[config.mk]
export PLATFORM = sky130hd
export DESIGN_NAME = tun_cell
export DESIGN_NICKNAME = d
export VERILOG_FILES = /design/src/hdl/tun_pkg.sv /design/src/hdl/tun_cell.sv
export SDC_FILE = /design/constraint.sdc
export NUM_CORES = 2
export LEC_CHECK = 0
export BUFFER_PORTS_ARGS = -buffer_cell sky130_fd_sc_hd__buf_4
export CAP_MARGIN = 10
export CORE_AREA = 2 2 603 605
export DETAILED_ROUTE_END_ITERATION = 8
export DIE_AREA = 0 0 605 607
export SLEW_MARGIN = 10
export SYNTH_ARGS = -nofsm -noshare
export SYNTH_HDL_FRONTEND = slang
export SYNTH_SLANG_ARGS = --single-unit
[constraint.sdc]
create_clock -name clk -period 6.07 [get_ports clk]
set_input_delay 1.214 -clock clk [delete_from_list [all_inputs] [get_ports clk]]
set_output_delay 1.214 -clock clk [all_outputs]
set_load 0.01 [all_outputs]
[src/hdl/tun_pkg.sv]
// Shared types and constants for the triangle unit normal core.
// Used by tun_front, tun_cell and triangle_unit_normal_core; depends on nothing.
package tun_pkg;

  localparam int COORD_W  = 16;
  localparam int OUT_W    = 16;
  localparam int COUNT_W  = 8;
  localparam int STATUS_W = 2;

  localparam logic [STATUS_W-1:0] STATUS_OK         = 2'd0;
  localparam logic [STATUS_W-1:0] STATUS_TOO_FEW    = 2'd1;
  localparam logic [STATUS_W-1:0] STATUS_DEGENERATE = 2'd2;

  localparam logic [COUNT_W-1:0] MIN_VERTICES_RESET = 8'd3;
  localparam logic [COUNT_W-1:0] MIN_FACE_VERTICES  = 8'd3;

  typedef struct packed {
    logic [COUNT_W-1:0]        vertex_count;
    logic signed [COORD_W-1:0] v0_x;
    logic signed [COORD_W-1:0] v0_y;
    logic signed [COORD_W-1:0] v0_z;
    logic signed [COORD_W-1:0] v1_x;
    logic signed [COORD_W-1:0] v1_y;
    logic signed [COORD_W-1:0] v1_z;
    logic signed [COORD_W-1:0] v2_x;
    logic signed [COORD_W-1:0] v2_y;
    logic signed [COORD_W-1:0] v2_z;
  } face_t;

  typedef struct packed {
    logic signed [OUT_W-1:0] normal_x;
    logic signed [OUT_W-1:0] normal_y;
    logic signed [OUT_W-1:0] normal_z;
    logic [STATUS_W-1:0]     status;
  } normal_t;

  // Control that rides along with each face through the pipeline.
  typedef struct packed {
    logic       valid;
    logic       too_few;
    logic       degen;
    logic [2:0] neg;
  } ctl_t;

endpackage

[src/hdl/tun_cell.sv]
// One cell of the root-division chain: settles one quotient bit of all three
// components by shift, add and sign test. Uses tun_pkg.
module tun_cell #(
  parameter int CB  = 16,
  parameter int FB  = 14,
  parameter int BIT = 14
) (
  input  logic                      clk,
  input  logic                      rst,
  input  tun_pkg::ctl_t             ctl_in,
  input  logic [4*CB+2*FB+9:0]      s_in,
  input  logic [2:0][4*CB+2*FB+9:0] r_in,
  input  logic [2:0][4*CB+2*FB+9:0] p_in,
  input  logic [2:0][FB:0]          q_in,
  output tun_pkg::ctl_t             ctl_out,
  output logic [4*CB+2*FB+9:0]      s_out,
  output logic [2:0][4*CB+2*FB+9:0] r_out,
  output logic [2:0][4*CB+2*FB+9:0] p_out,
  output logic [2:0][FB:0]          q_out
);

  localparam int W = 4 * CB + 2 * FB + 10;

  logic signed [W-1:0] term [3];
  logic signed [W-1:0] diff [3];
  logic [2:0]          take;

  // With P = (2q-1)S and R = T - (2q-1)^2 S, setting this bit costs
  // 2^(BIT+2) P + 4^(BIT+1) S of the remainder and raises P by 2^(BIT+1) S.
  always_comb begin
    for (int k = 0; k < 3; k++) begin
      term[k] = ($signed(p_in[k]) <<< (BIT + 2)) + $signed(s_in << (2 * BIT + 2));
      diff[k] = $signed(r_in[k]) - term[k];
      take[k] = !q_in[k][FB] && !diff[k][W-1];
    end
  end

  always_ff @(posedge clk) begin
    if (rst) begin
      ctl_out <= '0;
    end else begin
      ctl_out <= ctl_in;
    end
  end

  always_ff @(posedge clk) begin
    s_out <= s_in;
    for (int k = 0; k < 3; k++) begin
      if (take[k]) begin
        r_out[k] <= diff[k];
        p_out[k] <= p_in[k] + (s_in << (BIT + 1));
        q_out[k] <= q_in[k] | ((FB + 1)'(1) << BIT);
      end else begin
        r_out[k] <= r_in[k];
        p_out[k] <= p_in[k];
        q_out[k] <= q_in[k];
      end
    end
  end

endmodule

==> run_results.csv <==
group,metric,value,unit
hold_path,min_delay_path_depth,1,
hold_path,hold_path_startpoint,"q_in[6]",
synth,ys_dominant_reg_cell,"dfxtp_1",
timing,finalHoldViolations,0,
timing,min_period,5.353,ns
global_route,pin_count_of_the_biggest_net_entering_global_routing,52,
synth,async_reset_ff_share,0,%
clocking,cts_setup_buffers,0,
critical_path,worstSetupEndpointType,"flop",
route,detail-route-antenna-nets,0,
clocking,cts.root.buffer_cell,"clkbuf_16",
route,drt_drc_violations_left,0,
synth,synthesized_instance_count,7273,
route,dr.max_layer_used,"met5",
floorplan,core_region_area,0.3609,sq mm
finish,number_of_inserted_filler_cells_in_the_final_layout,40210,
critical_path,cp_data_arrival_time,6.05,ns
floorplan,die_height,607,um
route,wl_per_cell,29.98,um
critical_path,cp_cell_sequence,"buf_4 > inv_1 > buf_4 > fa_1 > ha_1 > a21o_1 > a21o_1 > a21o_1 > o21ai_0 > or4_1 > nor3_1 > nor4b_2 > buf_4 > a21oi_1 > o21a_1 > o211ai_1",
hold_path,timing.hold.worst.class,"in -> reg",
critical_path,worst_setup_path_start_kind,"input port",
clocking,clk_path_buf_depth,4,
route,totalWireLength,417600,um
global_route,grt_pass1_vias,58810,
synth,synthesis.yosys.warnings,0,
clocking,clock_sink_count,765,
timing,pnr_worst_setup_slack,0.7174,ns
finish,synthToLayoutAreaGrowth,40.08,%
clocking,tritoncts.num_buffers,107,
route,met2_wirelength,217000,um
floorplan,fp-row-count,221,
floorplan,design.die.area,0.3672,sq mm
route,post_drt_via_cell_ratio,4.441,
clocking,cts.htree.levels,3,
global_route,grt_first_pass_wirelength,536600,um
pwr,ir_worst_vdd,0.2218,mV
placed_design,portBuffers,1531,
placed_design,globalplace.congestion,0.9804,
critical_path,timing.setup.critical_path_class,"in -> reg",
clocking,path_clk_slew,0.07,ns
critical_path,cp_data_required_time,6.77,ns
finish,post_route_cells_drive_above_1_share,24.68,%
timing,rsz0062_at_grt,"false",
clocking,ctsHoldBuffers,0,
timing,min_period_over_period,88.18,%
clocking,ctsResizeCount,0,
critical_path,crit_fanout,7,
synth,syn_nets,8814,
synth,synth_enable_flop_cells,0,
synth,synth_sequential_area_ratio,26.26,%
route,firstDrtPassIters,8,
pwr,power.density,333.0,mW/mm^2
floorplan,boundaryPins,1532,
critical_path,critical-path-slowest-cell,"nor3_1",
synth,syn_area_per_cell,8.019,sq um
global_route,groute.usage.overall,21.75,%
timing,maxSlewHeadroom,34.50,%
synth,synth-seq-cells,765,
route,routedLengthMet1,140500,um
route,route.met3.wl,26370,um
finish,finalNonFillerCells,13930,
timing,setup_violations_final,0,
finish,nets,10520,
run_status,outcome,"finished clean",
route,via_count,61860,
placed_design,placedCellCount,13670,
global_route,grt_antenna_before_repair,177,
pwr,p_leak,0.03742,uW
hold_path,hold_end,"q_out[6]",
floorplan,initial_core_util,16.16,%
global_route,total_congestion_overflow,0,
floorplan,die-width,605,um
synth,synth.distinct_cells,105,
job,timing.max_cap.violations,0,
placed_design,pre_cts_ws,-0.2447,ns
placed_design,dp_hpwl,375300,um
timing,worst-slew-pin-transition,0.9780,ns
critical_path,slowest_delay,0.77,ns
clocking,tritoncts_clock_tree,"built",
timing,fmaxAchievable,186.8,MHz
route,drt_iter0_drc,5282,
timing,drv_slew,0,
synth,syn_area,0.05832,sq mm
[worst max-delay path by stage]
| stage | slack (ns) | from | cells after the start | to |
|---|---|---|---|---|
| global route | 0.45 | s_in[14] | 17 | p_out[264] |
| floorplan | 1.12 | s_in[1] | 16 | p_out[219] |
| detailed placement | -0.24 | s_in[14] | 17 | p_out[265] |
| global placement | -0.19 | s_in[14] | 17 | p_out[261] |
| finish | 0.72 | s_in[14] | 16 | r_out[97] |
| CTS | 0.67 | s_in[14] | 17 | p_out[265] |
[power breakdown]
group	leakage, uW	internal [uW]	switching [uW]	total (uW)
clock network	0.00186	4150	2910	7060
registers	0.00645	6300	545	6840
logic	0.0291	5260	8050	13300
total	0.0374	15700	11500	27200
[cell usage in the layout, fill, tap and decap left out, types with 19 or more instances in the layout]
cell,instances
nand3_1,77
and3_1,42
fa_1,216
and4_1,19
a31oi_1,73
mux2_2,27
dfxtp_1,765
clkbuf_16,109
xor2_1,214
or3_1,38
diode_2,67
nor2_1,343
a21oi_1,673
xnor2_1,257
a21o_1,256
o21bai_1,128
nor4_1,43
inv_1,547
buf_12,24
o21ai_1,81
nand4_1,176
o21ai_0,678
a21boi_0,34
or2_2,30
nor2b_1,41
nand2b_1,43
a211oi_1,40
o21a_1,79
ha_1,558
buf_4,1924
nand2_1,938
o211ai_1,36
nor3_1,106
and2_1,36
o31ai_1,67
a221oi_1,22
[layer usage]
metal | track usage, % | vias to the layer above
li1 | - | 29130
met1 | 21.42 | 29460
met2 | 40.39 | 2474
met3 | 4.676 | 704
met4 | 15.38 | 88
met5 | 0 | -
[Yosys cell counts (176+ instances only)]
library cell,instances,area share (%)
nand2_1,938,6.0
dfxtp_1,765,26
o21ai_0,678,5.8
a21oi_1,673,5.8
ha_1,558,12
inv_1,547,3.5
nor2_1,343,2.2
clkbuf_1,259,1.7
xnor2_1,257,3.9
a21o_1,256,3.3
fa_1,216,7.4
xor2_1,214,3.2
nand4_1,176,1.9
[critical path: cells and delay by family]
| kind | cells | cell delay, ns |
|---|---|---|
| AO/OA/AOI/OAI | 7 | 1.56 |
| buffers and inverters | 4 | 0.97 |
| AND/OR/NAND/NOR | 3 | 1.43 |
| adder cells (fa/ha/maj) | 2 | 0.86 |
[kinds of logic after synthesis]
group | after synthesis | share of synthesized area [%]
simple gates | 1986 | 15.76
flops | 765 | 26.26
buf+inv | 896 | 6.234
fa+ha+maj | 774 | 19.39
xor+xnor | 471 | 7.073
compound gates | 2341 | 24.50
mux | 40 | 0.7873
[through the flow]
stage / setup TNS, ns / hold slack [ns] / cell area (sq um) / total power (uW) / util (%)
6_report: 0 / 0.4049 / 81700 / 27210 / 22.64
4_1_cts: 0 / 0.3000 / 81530 / 27580 / 22.59
3_3_place_gp: -7.106 / 1.318 / 77680 / 20330 / 21.53
3_5_place_dp: -13.53 / 1.319 / 77680 / 20310 / 21.53
5_1_grt: 0 / 0.3431 / 81640 / 28700 / 22.62
2_1_floorplan: 0 / 1.242 / 58320 / 13310 / -
[flip-flops by register name, summed over array words and instances, names as in the netlist]
signal,cells
ctl_out,6
s_out,102
r_out,306
p_out,306
q_out,45
[cell type report]
class | instances | area [sq um] | share of cell area, %
inverter | 547 | 2053 | 2.513
timing repair buffer | 1948 | 14920 | 18.27
antenna | 67 | 167.7 | 0.2052
multi-input combinational | 5612 | 39390 | 48.22
clock buffer | 127 | 2905 | 3.556
clock inverter | 69 | 940.9 | 1.152
sequential | 765 | 15310 | 18.75
tap | 4794 | 5998 | 7.342
Power figures use the tool's default switching activity.
